<file path="src/sv/crs_pkg.sv">
// Shared constants, types and helpers for the Catmull-Rom point stream.
// No dependencies.
package crs_pkg;

  localparam int CRS_MAX_SUBDIV  = 62;
  localparam int CRS_T_FRAC_BITS = 16;
  localparam int CRS_C_W         = 24;  // coordinate width
  localparam int CRS_W_W         = 6;   // subdivisions width
  localparam int CRS_D_W         = 7;   // divisor width, holds subdivisions + 1
  localparam int CRS_H_W         = 32;  // Horner accumulator width
  localparam int CRS_V_W         = 34;  // value plus offset before saturation
  localparam logic [CRS_W_W-1:0] CRS_SUBDIV_RST = 6'd4;

  typedef enum logic [1:0] {
    CFG_SUBDIV   = 2'd0,
    CFG_OFFSET_X = 2'd1,
    CFG_OFFSET_Y = 2'd2
  } cfg_idx_e;

  typedef enum logic [2:0] {
    IDLE_S,
    DSTART_S,
    DIV_S,
    MUL_S,
    EMIT_S,
    EMIT_W_S,
    EMIT_P_S,
    DONE_S
  } crs_state_e;

  localparam logic signed [CRS_V_W-1:0] CRS_SAT_MAX = 34'sd8388607;
  localparam logic signed [CRS_V_W-1:0] CRS_SAT_MIN = -34'sd8388608;

  function automatic logic [CRS_C_W-1:0] sat_add(logic signed [CRS_V_W-2:0] v,
                                                 logic signed [CRS_C_W-1:0] off);
    logic signed [CRS_V_W-1:0] s;
    s = CRS_V_W'(v) + CRS_V_W'(off);
    if (s > CRS_SAT_MAX) return CRS_SAT_MAX[CRS_C_W-1:0];
    if (s < CRS_SAT_MIN) return CRS_SAT_MIN[CRS_C_W-1:0];
    return s[CRS_C_W-1:0];
  endfunction

endpackage

</file>
<file path="src/sv/catmull_rom_point_stream.sv">
// Catmull-Rom point stream top level: sequencer, point window, output register.
// Depends on crs_pkg, crs_div, crs_mac.
//
// Control points enter one beat at a time; the block takes no new point until
// all beats caused by the current one are loaded into the output register.
// A point that closes a segment forms each interpolated sample in two parts:
// the shared divider forms t one quotient bit a cycle, then six
// multiply-round-add steps run through the one shared multiplier. Output
// back-pressure can hold the block in its emit states.
module catmull_rom_point_stream import crs_pkg::*; #(
  parameter int MAX_SUBDIVISIONS = CRS_MAX_SUBDIV,
  parameter int T_FRAC_BITS      = CRS_T_FRAC_BITS
) (
  input  logic               clk_i,
  input  logic               rst_ni,
  input  logic               cfg_we_i,
  input  logic [1:0]         cfg_idx_i,
  input  logic [CRS_C_W-1:0] cfg_data_i,
  input  logic               s_axis_tvalid,
  output logic               s_axis_tready,
  input  logic [47:0]        s_axis_tdata,   // point_x, point_y
  input  logic               s_axis_tlast,   // final_point
  output logic               m_axis_tvalid,
  input  logic               m_axis_tready,
  output logic [47:0]        m_axis_tdata,   // out_x, out_y
  output logic               m_axis_tuser,   // is_control
  output logic               m_axis_tlast    // run_end
);
  localparam int NW = CRS_W_W + T_FRAC_BITS;
  localparam logic [CRS_W_W-1:0] MaxW = CRS_W_W'(MAX_SUBDIVISIONS);

  crs_state_e state_q, state_d;

  logic [CRS_W_W-1:0]        sub_q, w_q, k_q, w_clamp;
  logic signed [CRS_C_W-1:0] offx_q, offy_q, px_q, py_q;
  logic signed [CRS_C_W-1:0] wx_q [3];
  logic signed [CRS_C_W-1:0] wy_q [3];
  logic [1:0]                seen_q;
  logic                      fin_q;
  logic [2:0]                step_q;
  logic                      ph_q;
  logic signed [CRS_H_W-1:0] hx_q;

  logic               ov_q, octl_q, olast_q;
  logic [CRS_C_W-1:0] ox_q, oy_q;

  logic                      accept, free, div_start, div_done;
  logic                      mac_issue, mac_en2, ld, ld_ctl, ld_last;
  logic signed [CRS_V_W-2:0] ld_x, ld_y;
  logic [NW-1:0]             num;
  logic [CRS_D_W-1:0]        den;
  logic [T_FRAC_BITS:0]      u;
  logic signed [CRS_H_W-1:0] m_op, add_op, res;
  logic signed [CRS_H_W-1:0] p0x, p1x, p2x, p3x, p0y, p1y, p2y, p3y;
  logic signed [CRS_H_W-1:0] ax, bx, cx, dx, ay, by, cy, dy;

  assign w_clamp = (sub_q > MaxW) ? MaxW : sub_q;
  assign s_axis_tready = (state_q == IDLE_S);
  assign accept = s_axis_tvalid && s_axis_tready;
  assign free   = !ov_q || m_axis_tready;

  assign den = CRS_D_W'(w_q) + 1'b1;
  assign num = NW'({k_q, {T_FRAC_BITS{1'b0}}}) + NW'(den >> 1);

  crs_div #(.NW(NW), .QW(T_FRAC_BITS + 1)) u_div (
    .clk_i, .rst_ni, .start_i(div_start), .num_i(num), .den_i(den),
    .done_o(div_done), .quot_o(u)
  );

  assign p0x = CRS_H_W'(wx_q[0]);
  assign p1x = CRS_H_W'(wx_q[1]);
  assign p2x = CRS_H_W'(wx_q[2]);
  assign p3x = CRS_H_W'(px_q);
  assign p0y = CRS_H_W'(wy_q[0]);
  assign p1y = CRS_H_W'(wy_q[1]);
  assign p2y = CRS_H_W'(wy_q[2]);
  assign p3y = CRS_H_W'(py_q);
  assign ax = p3x - p0x + 3 * (p1x - p2x);
  assign bx = 2 * p0x - 5 * p1x + 4 * p2x - p3x;
  assign cx = p2x - p0x;
  assign dx = 2 * p1x;
  assign ay = p3y - p0y + 3 * (p1y - p2y);
  assign by = 2 * p0y - 5 * p1y + 4 * p2y - p3y;
  assign cy = p2y - p0y;
  assign dy = 2 * p1y;

  always_comb begin
    case (step_q)
      3'd0: begin m_op = ax; add_op = bx; end
      3'd1: begin m_op = res; add_op = cx; end
      3'd2: begin m_op = res; add_op = dx; end
      3'd3: begin m_op = ay; add_op = by; end
      3'd4: begin m_op = res; add_op = cy; end
      default: begin m_op = res; add_op = dy; end
    endcase
  end

  crs_mac #(.T_FRAC_BITS(T_FRAC_BITS)) u_mac (
    .clk_i, .issue_i(mac_issue), .en2_i(mac_en2), .m_i(m_op), .u_i(u),
    .add_i(add_op), .res_o(res)
  );

  always_comb begin
    state_d   = state_q;
    div_start = 1'b0;
    mac_issue = 1'b0;
    mac_en2   = 1'b0;
    ld        = 1'b0;
    ld_ctl    = 1'b1;
    ld_last   = 1'b1;
    ld_x      = (CRS_V_W-1)'(px_q);
    ld_y      = (CRS_V_W-1)'(py_q);
    case (state_q)
      IDLE_S: begin
        if (accept) begin
          if (seen_q == 2'd3) state_d = (w_clamp == '0) ? EMIT_W_S : DSTART_S;
          else if (seen_q == 2'd2 && !s_axis_tlast) state_d = DONE_S;
          else state_d = EMIT_P_S;
        end
      end
      DSTART_S: begin
        div_start = 1'b1;
        state_d   = DIV_S;
      end
      DIV_S: if (div_done) state_d = MUL_S;
      MUL_S: begin
        mac_issue = !ph_q;
        mac_en2   = ph_q;
        if (ph_q && step_q == 3'd5) state_d = EMIT_S;
      end
      EMIT_S: begin
        ld_x    = (CRS_V_W-1)'((CRS_V_W'(hx_q) + CRS_V_W'(1)) >>> 1);
        ld_y    = (CRS_V_W-1)'((CRS_V_W'(res) + CRS_V_W'(1)) >>> 1);
        ld_ctl  = 1'b0;
        ld_last = 1'b0;
        if (free) begin
          ld      = 1'b1;
          state_d = (k_q == w_q) ? EMIT_W_S : DSTART_S;
        end
      end
      EMIT_W_S: begin
        ld_x    = (CRS_V_W-1)'(wx_q[2]);
        ld_y    = (CRS_V_W-1)'(wy_q[2]);
        ld_last = !fin_q;
        if (free) begin
          ld      = 1'b1;
          state_d = fin_q ? EMIT_P_S : DONE_S;
        end
      end
      EMIT_P_S: begin
        if (free) begin
          ld      = 1'b1;
          state_d = DONE_S;
        end
      end
      DONE_S:  state_d = IDLE_S;
      default: state_d = IDLE_S;
    endcase
  end

  always_ff @(posedge clk_i or negedge rst_ni) begin
    if (!rst_ni) state_q <= IDLE_S;
    else         state_q <= state_d;
  end

  always_ff @(posedge clk_i or negedge rst_ni) begin
    if (!rst_ni) begin
      sub_q  <= CRS_SUBDIV_RST;
      offx_q <= '0;
      offy_q <= '0;
      seen_q <= '0;
      ov_q   <= 1'b0;
      step_q <= '0;
      ph_q   <= 1'b0;
      for (int i = 0; i < 3; i++) begin
        wx_q[i] <= '0;
        wy_q[i] <= '0;
      end
    end else begin
      if (cfg_we_i) begin
        case (cfg_idx_i)
          CFG_SUBDIV:   sub_q  <= cfg_data_i[CRS_W_W-1:0];
          CFG_OFFSET_X: offx_q <= cfg_data_i;
          CFG_OFFSET_Y: offy_q <= cfg_data_i;
          default: ;
        endcase
      end
      if (ld) ov_q <= 1'b1;
      else if (m_axis_tready) ov_q <= 1'b0;
      if (state_q == DIV_S) begin
        step_q <= '0;
        ph_q   <= 1'b0;
      end else if (state_q == MUL_S) begin
        ph_q <= !ph_q;
        if (ph_q) step_q <= step_q + 1'b1;
      end
      if (state_q == DONE_S) begin
        if (fin_q) begin
          seen_q <= '0;
          for (int i = 0; i < 3; i++) begin
            wx_q[i] <= '0;
            wy_q[i] <= '0;
          end
        end else begin
          wx_q[0] <= wx_q[1];
          wy_q[0] <= wy_q[1];
          wx_q[1] <= wx_q[2];
          wy_q[1] <= wy_q[2];
          wx_q[2] <= px_q;
          wy_q[2] <= py_q;
          if (seen_q != 2'd3) seen_q <= seen_q + 1'b1;
        end
      end
    end
  end

  always_ff @(posedge clk_i) begin
    if (accept) begin
      px_q  <= s_axis_tdata[23:0];
      py_q  <= s_axis_tdata[47:24];
      fin_q <= s_axis_tlast;
      w_q   <= w_clamp;
      k_q   <= CRS_W_W'(1);
    end
    if (state_q == EMIT_S && free) k_q <= k_q + 1'b1;
    if (state_q == MUL_S && !ph_q && step_q == 3'd3) hx_q <= res;
    if (ld) begin
      ox_q    <= sat_add(ld_x, offx_q);
      oy_q    <= sat_add(ld_y, offy_q);
      octl_q  <= ld_ctl;
      olast_q <= ld_last;
    end
  end

  assign m_axis_tvalid = ov_q;
  assign m_axis_tdata  = {oy_q, ox_q};
  assign m_axis_tuser  = octl_q;
  assign m_axis_tlast  = olast_q;

  a_done_in_div: assert property (@(posedge clk_i) disable iff (!rst_ni)
    div_done |-> state_q == DIV_S) else $error("divider done outside wait");
  a_busy_after_accept: assert property (@(posedge clk_i) disable iff (!rst_ni)
    accept |=> !s_axis_tready) else $error("ready right after accept");
  a_last_is_ctl: assert property (@(posedge clk_i) disable iff (!rst_ni)
    m_axis_tvalid && m_axis_tlast |-> m_axis_tuser) else $error("run ends on a sample");
  a_step_range: assert property (@(posedge clk_i) disable iff (!rst_ni)
    state_q == MUL_S |-> step_q <= 3'd5) else $error("step out of range");

endmodule

</file>
<file path="src/sv/crs_div.sv">
// Restoring radix-2 divider, one quotient bit per cycle.
// Depends on crs_pkg.
module crs_div import crs_pkg::*; #(
  parameter int NW = CRS_W_W + CRS_T_FRAC_BITS,
  parameter int QW = CRS_T_FRAC_BITS + 1
) (
  input  logic               clk_i,
  input  logic               rst_ni,
  input  logic               start_i,
  input  logic [NW-1:0]      num_i,
  input  logic [CRS_D_W-1:0] den_i,
  output logic               done_o,
  output logic [QW-1:0]      quot_o
);
  localparam int CW = $clog2(NW + 1);

  logic              busy_q;
  logic              done_q;
  logic [CW-1:0]     cnt_q;
  logic [CRS_D_W-1:0] rem_q, den_q;
  logic [NW-1:0]     n_q, q_q;
  logic [CRS_D_W:0]  trial;
  logic              fits;

  assign trial = {rem_q, n_q[NW-1]};
  assign fits  = trial >= {1'b0, den_q};

  always_ff @(posedge clk_i or negedge rst_ni) begin
    if (!rst_ni) begin
      busy_q <= 1'b0;
      done_q <= 1'b0;
      cnt_q  <= '0;
    end else begin
      done_q <= 1'b0;
      if (start_i) begin
        busy_q <= 1'b1;
        cnt_q  <= CW'(NW);
      end else if (busy_q) begin
        cnt_q <= cnt_q - 1'b1;
        if (cnt_q == CW'(1)) begin
          busy_q <= 1'b0;
          done_q <= 1'b1;
        end
      end
    end
  end

  always_ff @(posedge clk_i) begin
    if (start_i) begin
      rem_q <= '0;
      den_q <= den_i;
      n_q   <= num_i;
      q_q   <= '0;
    end else if (busy_q) begin
      rem_q <= fits ? CRS_D_W'(trial - {1'b0, den_q}) : trial[CRS_D_W-1:0];
      n_q   <= {n_q[NW-2:0], 1'b0};
      q_q   <= {q_q[NW-2:0], fits};
    end
  end

  assign done_o = done_q;
  assign quot_o = q_q[QW-1:0];

endmodule

</file>
<file path="src/sv/crs_mac.sv">
// Shared multiply, round and add unit: res = round(m * u / 2^T) + add.
// Two register stages. Depends on crs_pkg.
module crs_mac import crs_pkg::*; #(
  parameter int T_FRAC_BITS = CRS_T_FRAC_BITS
) (
  input  logic                      clk_i,
  input  logic                      issue_i,
  input  logic                      en2_i,
  input  logic signed [CRS_H_W-1:0] m_i,
  input  logic [T_FRAC_BITS:0]      u_i,
  input  logic signed [CRS_H_W-1:0] add_i,
  output logic signed [CRS_H_W-1:0] res_o
);
  localparam int PW = CRS_H_W + T_FRAC_BITS + 2;
  localparam logic signed [PW-1:0] Half = PW'(1) << (T_FRAC_BITS - 1);

  logic signed [T_FRAC_BITS+1:0] u_s;
  logic signed [PW-1:0]          prod_d, prod_q, rnd;
  logic signed [CRS_H_W-1:0]     add_q, rnd_part, res_q;

  assign u_s      = {1'b0, u_i};
  assign prod_d   = PW'(m_i) * PW'(u_s);
  assign rnd      = prod_q + Half;
  assign rnd_part = rnd[T_FRAC_BITS+CRS_H_W-1:T_FRAC_BITS];

  always_ff @(posedge clk_i) begin
    if (issue_i) begin
      prod_q <= prod_d;
      add_q  <= add_i;
    end
    if (en2_i) res_q <= rnd_part + add_q;
  end

  assign res_o = res_q;

endmodule
</file>
<file path="config.mk">
export PLATFORM = sky130hd
export DESIGN_NAME = catmull_rom_point_stream
export DESIGN_NICKNAME = d
export VERILOG_FILES = /design/src/sv/crs_pkg.sv /design/src/sv/catmull_rom_point_stream.sv /design/src/sv/crs_div.sv /design/src/sv/crs_mac.sv
export SDC_FILE = /design/constraint.sdc
export NUM_CORES = 2
export LEC_CHECK = 0
export ABC_AREA = 1
export BUFFER_PORTS_ARGS = -buffer_cell sky130_fd_sc_hd__buf_2
export CORE_MARGIN = 3
export CORE_UTILIZATION = 60
export DETAILED_ROUTE_END_ITERATION = 8
export PLACE_DENSITY_LB_ADDON = 0.05
export SLEW_MARGIN = 40
export SYNTH_ARGS = -nofsm -noshare
export SYNTH_HDL_FRONTEND = slang
export SYNTH_SLANG_ARGS = --single-unit
</file>
<file path="constraint.sdc">
create_clock -name clk_i -period 13.45 [get_ports clk_i]
set_clock_uncertainty 0.05 [all_clocks]
set_input_delay 2.69 -clock clk_i [delete_from_list [all_inputs] [get_ports clk_i]]
set_output_delay 2.69 -clock clk_i [all_outputs]
set_load 0.02 [all_outputs]
</file>
Word-level counts from Yosys, hierarchy flattened:

Cells that the tools add are included.
W data, S select, Z words.

* logic and storage cells: 191
* output and inout port bits: 52
* memory bits (read-only): 0
* bits in writable memories: 0
* bits in latches: 0
* bits in registers: 523
* memories kept: 0

* divide/modulo/power cells: 0
* reductions and logical operators: 28
* equal/unequal tests: 25
* magnitude comparators: 6
* shift-type cells: 0
* bitwise logic cells: 0
* add/sub/neg operators: 27
* multiplexer cells: 66
* multipliers: 5

Operator list (number)
* $mux W24: 8
* $pmux W32 S5: 1
* $sub A24 B24 Y25: 6
* $mux W72: 2
* $pmux W33 S2: 2
* $add A33 B24 Y34: 2
* $gt A34 B24 Y1 const B: 2
* $lt A34 B24 Y1 const B: 2
* $add A32 B2 Y33 const B: 2
* $pmux W32 S2: 1
* $sub A30 B24 Y31: 2
* $add A29 B26 Y30: 2
* $add A25 B28 Y29: 2
* $sub A25 B28 Y29: 2
* $mul A3 B25 Y28 const A: 2
* $mul A4 B24 Y28 const A: 2
* $add A48 B17 Y48 const B: 1
* $mul A32 B18 Y48: 1
* $mux W22: 2
* $mux W3: 12
* $add A32 B32 Y32: 1
* $mux W1: 28
* $pmux W3 S8: 1
* $add A22 B6 Y22: 1
* other kinds (32): 70

Logic depth before layout (Yosys ltp):

* depth after elaboration: 10
* mapped depth: 60
* gate-level depth less buffers: 59

Hierarchy:

A second synthesis with hierarchy kept.

* cells, all modules: 9183
* area, all modules: 69290.2 um2

By module, submodules not included
* catmull_rom_point_stream: seq. area each 9500.4 um2, area an instance 40827.9 um2, instances 1, cells each 5484
* crs_mac: seq. area each 2912.8 um2, area an instance 25740.9 um2, instances 1, cells each 3393
* crs_div: seq. area each 1526.5 um2, area an instance 2721.4 um2, instances 1, cells each 306

Worst setup path after synthesis:

Ideal clock, no wire load.

* path type: reg2reg
* start: reg wy_q (netlist bit p2y[1])
* end: reg u_mac.prod_q[47] (data pin)
* arrival: 10167 ps
* stages on the path, launching flop included: 56
* period minus slack after synthesis: 10470 ps
* setup slack: 2980 ps
* data required time: 13147 ps
* cell sequence: dfrtp_1 inv_1 ha_1 nand2_1 nor2_1 a211oi_1 o21ai_2 a21oi_1 o21ai_0 a21boi_2 o21bai_1 nand2_1 nand2_1 nand2_1 nand2_1 nand2_1 nand2_1 ha_1 (+20 left out) fa_1 inv_1 fa_1 fa_1 inv_1 fa_1 inv_1 ha_1 nand2_1 nor2_1 inv_1 nor2_1 nand2_1 or2_2 nand3_1 inv_1 nand3_1 nand2_1

* cells in the longest elaborated chain, start to end: 5

Ends and longest elaborated chain
* start, declared: line catmull_rom_point_stream.sv:37 `logic signed [CRS_C_W-1:0] wy_q [3];`
* $sub A24 B24 Y25: line catmull_rom_point_stream.sv:82 `assign ay = p3y - p0y + 3 * (p1y - p2y);`
* $mul A3 B25 Y28: line catmull_rom_point_stream.sv:82
* $add A25 B28 Y29: line catmull_rom_point_stream.sv:82
* $pmux W32 S2: line catmull_rom_point_stream.sv:88 `case (step_q)`
* $mul A32 B18 Y48: line crs_mac.sv:22 `assign prod_d = PW'(m_i) * PW'(u_s);`
* named net u_mac.prod_d[47]: line crs_mac.sv:18 `logic signed [PW-1:0] prod_d, prod_q, rnd;`
* end signal, assigned: line crs_mac.sv:28 `prod_q <= prod_d;`
* end, declared: line crs_mac.sv:18

The timed path passes the listed nets, and every way through them passes these cells.
A chain may end at the register's enable or synchronous reset.

Worst setup path after layout:

* start: reg wx_q (netlist bit p2x[1])
* end: reg u_mac.prod_q[44] (data pin)

* cells in the longest elaborated chain, start to end: 5

Ends and longest elaborated chain
* start, declared: line catmull_rom_point_stream.sv:36 `logic signed [CRS_C_W-1:0] wx_q [3];`
* $sub A24 B24 Y25: line catmull_rom_point_stream.sv:78 `assign ax = p3x - p0x + 3 * (p1x - p2x);`
* $mul A3 B25 Y28: line catmull_rom_point_stream.sv:78
* $add A25 B28 Y29: line catmull_rom_point_stream.sv:78
* $pmux W32 S2: line catmull_rom_point_stream.sv:88
* $mul A32 B18 Y48: line crs_mac.sv:22
* named net u_mac.prod_d[44]: line crs_mac.sv:18

The timed path passes the listed nets, and every way through them passes these cells.

==> impl_metrics.py <==
metrics = {
    "outcome": {
        "status": "completed",
    },
    "clocking": {
        "post_cts_buffers": 0,
        "root_buffer": "clkbuf_16",
        "clock_sinks": 507,
        "clock_tree.buffer_depth": 3,
        "cts_tree": "done",
        "htree_levels": 2,
        "hold_buffers": 0,
        "clk_pin_slew_ps": 60,
        "clk_latency_ps": 710,
        "numCtsBuffers": 61,
        "cts_resized": 0,
    },
    "routing": {
        "via_per_inst": 5.913,
        "wl_um": 231100,
        "num_vias": 58620,
        "routedWlPerCell_um": 23.31,
        "drtAntennaViolNets": 0,
        "drc_errors": 0,
        "first_pass_iters": 7,
        "drt_iter0_drc": 6314,
    },
    "logic_synthesis": {
        "synth_top_cell_area_share_pct": 22.97,
        "synth.area.mux_share_pct": 0.01695,
        "yosys_warnings": 0,
        "yosysMostFrequentCell": "inv_1",
        "synth_cell_types": 83,
        "synthSimpleGateAreaFrac_pct": 17.37,
        "synth_area_leaders": "fa_1 (23%), edfxtp_1 (12%), ha_1 (11%)",
        "synth-seq-cells": 507,
        "async_reset_ff_share_pct": 42.41,
        "synth-compound-area-share_pct": 12.10,
        "ys_dominant_reg_cell": "edfxtp_1",
        "synth_top_family_by_area": "adder cells",
        "yosysTopAreaCell": "fa_1",
        "syn_area_per_cell_um2": 7.985,
        "syn_area_um2": 66420,
        "syn_inst": 8318,
        "synthTopCellsByCount": "inv_1 (1888), nand2_1 (1503), fa_1 (762)",
        "synth_nets": 9765,
        "ys_seq_area_share_pct": 20.94,
        "synth-xor-area-share_pct": 3.095,
        "synthAdderAreaFrac_pct": 34.36,
        "synth_edf_count": 268,
    },
    "sta": {
        "min_period_over_period_pct": 91.62,
        "setup-violations-final": 0,
        "rsz0062_at_grt": "no",
        "layout_min_cycle_time_ps": 12320,
        "max_slew_margin_pct": 37.41,
        "hold_viol_final": 0,
        "tightest_slew_ps": 934.5,
        "max_freq_mhz": 81.15,
        "drv_slew": 0,
        "fin_setup_tns_ps": 0,
    },
    "critical_path": {
        "start_kind": "flip-flop",
        "reg2reg_slack_ps": 1130,
        "path_common_cell": "fa_1",
        "end_kind": "flip-flop",
        "r2r-start": "p2x[1]",
        "crit_fanout": 11,
        "required_ps": 13840,
        "cp-startpoint": "p2x[1]",
        "slowest_delay_ps": 650,
        "slowest_stage": "nand3_1",
        "arrival_ps": 12710,
        "crit_type": "reg2reg",
    },
    "global_routing": {
        "grt_pass1_wl_um": 350100,
        "grt_pass1_vias": 58220,
        "grt_max_degree": 105,
        "grt_use_total_pct": 40.27,
        "antenna_found_initial": 8,
        "gr-total-overflow": 0,
    },
    "floorplanning": {
        "rows": 121,
        "initial_core_util_pct": 60.77,
        "io_pins": 132,
        "core_um2": 109300,
        "die_w_um": 338.7,
        "die-area_um2": 114700,
        "die_h_um": 338.7,
    },
    "placed_design": {
        "place_area_um2": 68740,
        "dp_hpwl_um": 188100,
        "portBuffers": 131,
        "gp_congestion": 1.090,
    },
    "cells_and_area": {
        "fin_util_pct": 64.82,
        "fin_area_um2": 70850,
        "layout.nets": 9829,
        "fillCellCount": 9511,
        "drive_gt1_share_pct": 5.975,
        "syn_to_final_growth_pct": 6.668,
    },
    "hold_path": {
        "hold_class": "reg2reg",
        "hp-start": "u_mac.res_o[26]",
    },
    "job": {
        "cap_violations": 0,
    },
}
==> layout make-up <==
| type | instances | area (um^2) | share of cell area (%) |
|---|---|---|---|
| diodes | 3 | 7.507 | 0.01060 |
| clock buffers | 80 | 1659 | 2.342 |
| clock inverters | 36 | 362.8 | 0.5121 |
| inverters | 1902 | 7142 | 10.08 |
| multi-input cells | 5703 | 44640 | 63.00 |
| flip-flops and latches | 507 | 13910 | 19.64 |
| well taps | 1476 | 1847 | 2.607 |
| repair buffers | 207 | 1284 | 1.812 |
==> cell usage in the layout, fill, tap and decap left out, types with 11 or more instances in the layout <==
cell	synthesis	routed
a211oi_1	14	14
nor2_1	507	500
a22oi_1	19	19
nor4_1	18	18
fa_1	762	762
o21bai_1	24	24
inv_2	8	12
or2_2	41	41
dfxtp_1	24	20
nor3_1	82	81
nand3_1	405	405
ha_1	605	605
nand3_2	14	14
nand2_2	17	18
a21o_1	23	23
clkbuf_16	0	62
xnor2_1	77	77
buf_4	4	66
inv_1	1888	1884
nor2_2	15	16
xor2_1	154	154
clkbuf_1	155	14
o221ai_1	33	30
nand4_1	71	71
buf_2	22	131
nand2_1	1503	1502
o21ai_1	22	29
o21ai_0	504	495
o21a_1	28	28
a21oi_1	493	491
nand3b_1	13	13
a31oi_1	57	55
o31ai_1	11	11
dfrtp_1	214	214
o211ai_1	44	44
a21oi_2	13	15
edfxtp_1	268	268
a21boi_0	11	11
==> path summary, 6_finish.rpt <==
| check | endpoint | depth (start not counted) |
|---|---|---|
| setup / recovery | u_mac.prod_q[44] | 46 |
| hold / removal | hx_q[26] | 0 |
| setup reg to reg | u_mac.prod_q[44] | 46 |
| hold reg to reg | hx_q[26] | 0 |
| max in group asynchronous | p2y[23] | 3 |
| min in group asynchronous | p1x[12] | 1 |
==> flip-flops by register name (all words and copies together), names as in the netlist, 31 cells and up <==
name,flops
hx_q,32
u_mac.add_q,31
u_mac.prod_q,33
u_mac.res_o,32
==> per-stage QoR <==
stage	instances	hold WS (ps)	setup slack, ps
after floorplan	8318	376.4	2980
after global placement	9788	411.5	1445
after detailed placement	9792	415.0	1374
after CTS	9908	424.2	1298
after global routing	9911	430.1	277.8
final	9914	431.1	1127
==> critical path: cells and delay by family (launching register included) <==
family / cells / cell delay [ps]
compound gates: 13 / 2850
xor+xnor: 2 / 410
fa+ha+maj: 12 / 5330
buf+inv: 6 / 480
flops: 1 / 450
simple gates: 13 / 2480
==> kinds of logic (layout without fill, tap and decap cells) <==
logic type / after synthesis / count (layout)
adders and majority gates: 1367 / 1367
other: 0 / 3
buffers and inverters: 2108 / 2225
muxes: 1 / 1
AOI/OAI and AO/OA: 1383 / 1383
and+or+nand+nor: 2719 / 2719
xor gates and xnor gates: 233 / 233
DFF: 507 / 507
==> routing by layer <==
layer  share of wire (%)  wire length [um]  vias up  global-route usage [%]
met5               0.016                37        -                       0
met4                 5.0             11570        6                   17.14
met3                  12             27710      581                   10.70
met2                  43            100000     3274                   61.20
met1                  40             91780    28240                   54.67
li1                    -                 -    26520                       -
Power is left out: the tool's default activity adds up to more than one toggle a clock period on the data nets, which glitch-free logic cannot reach.
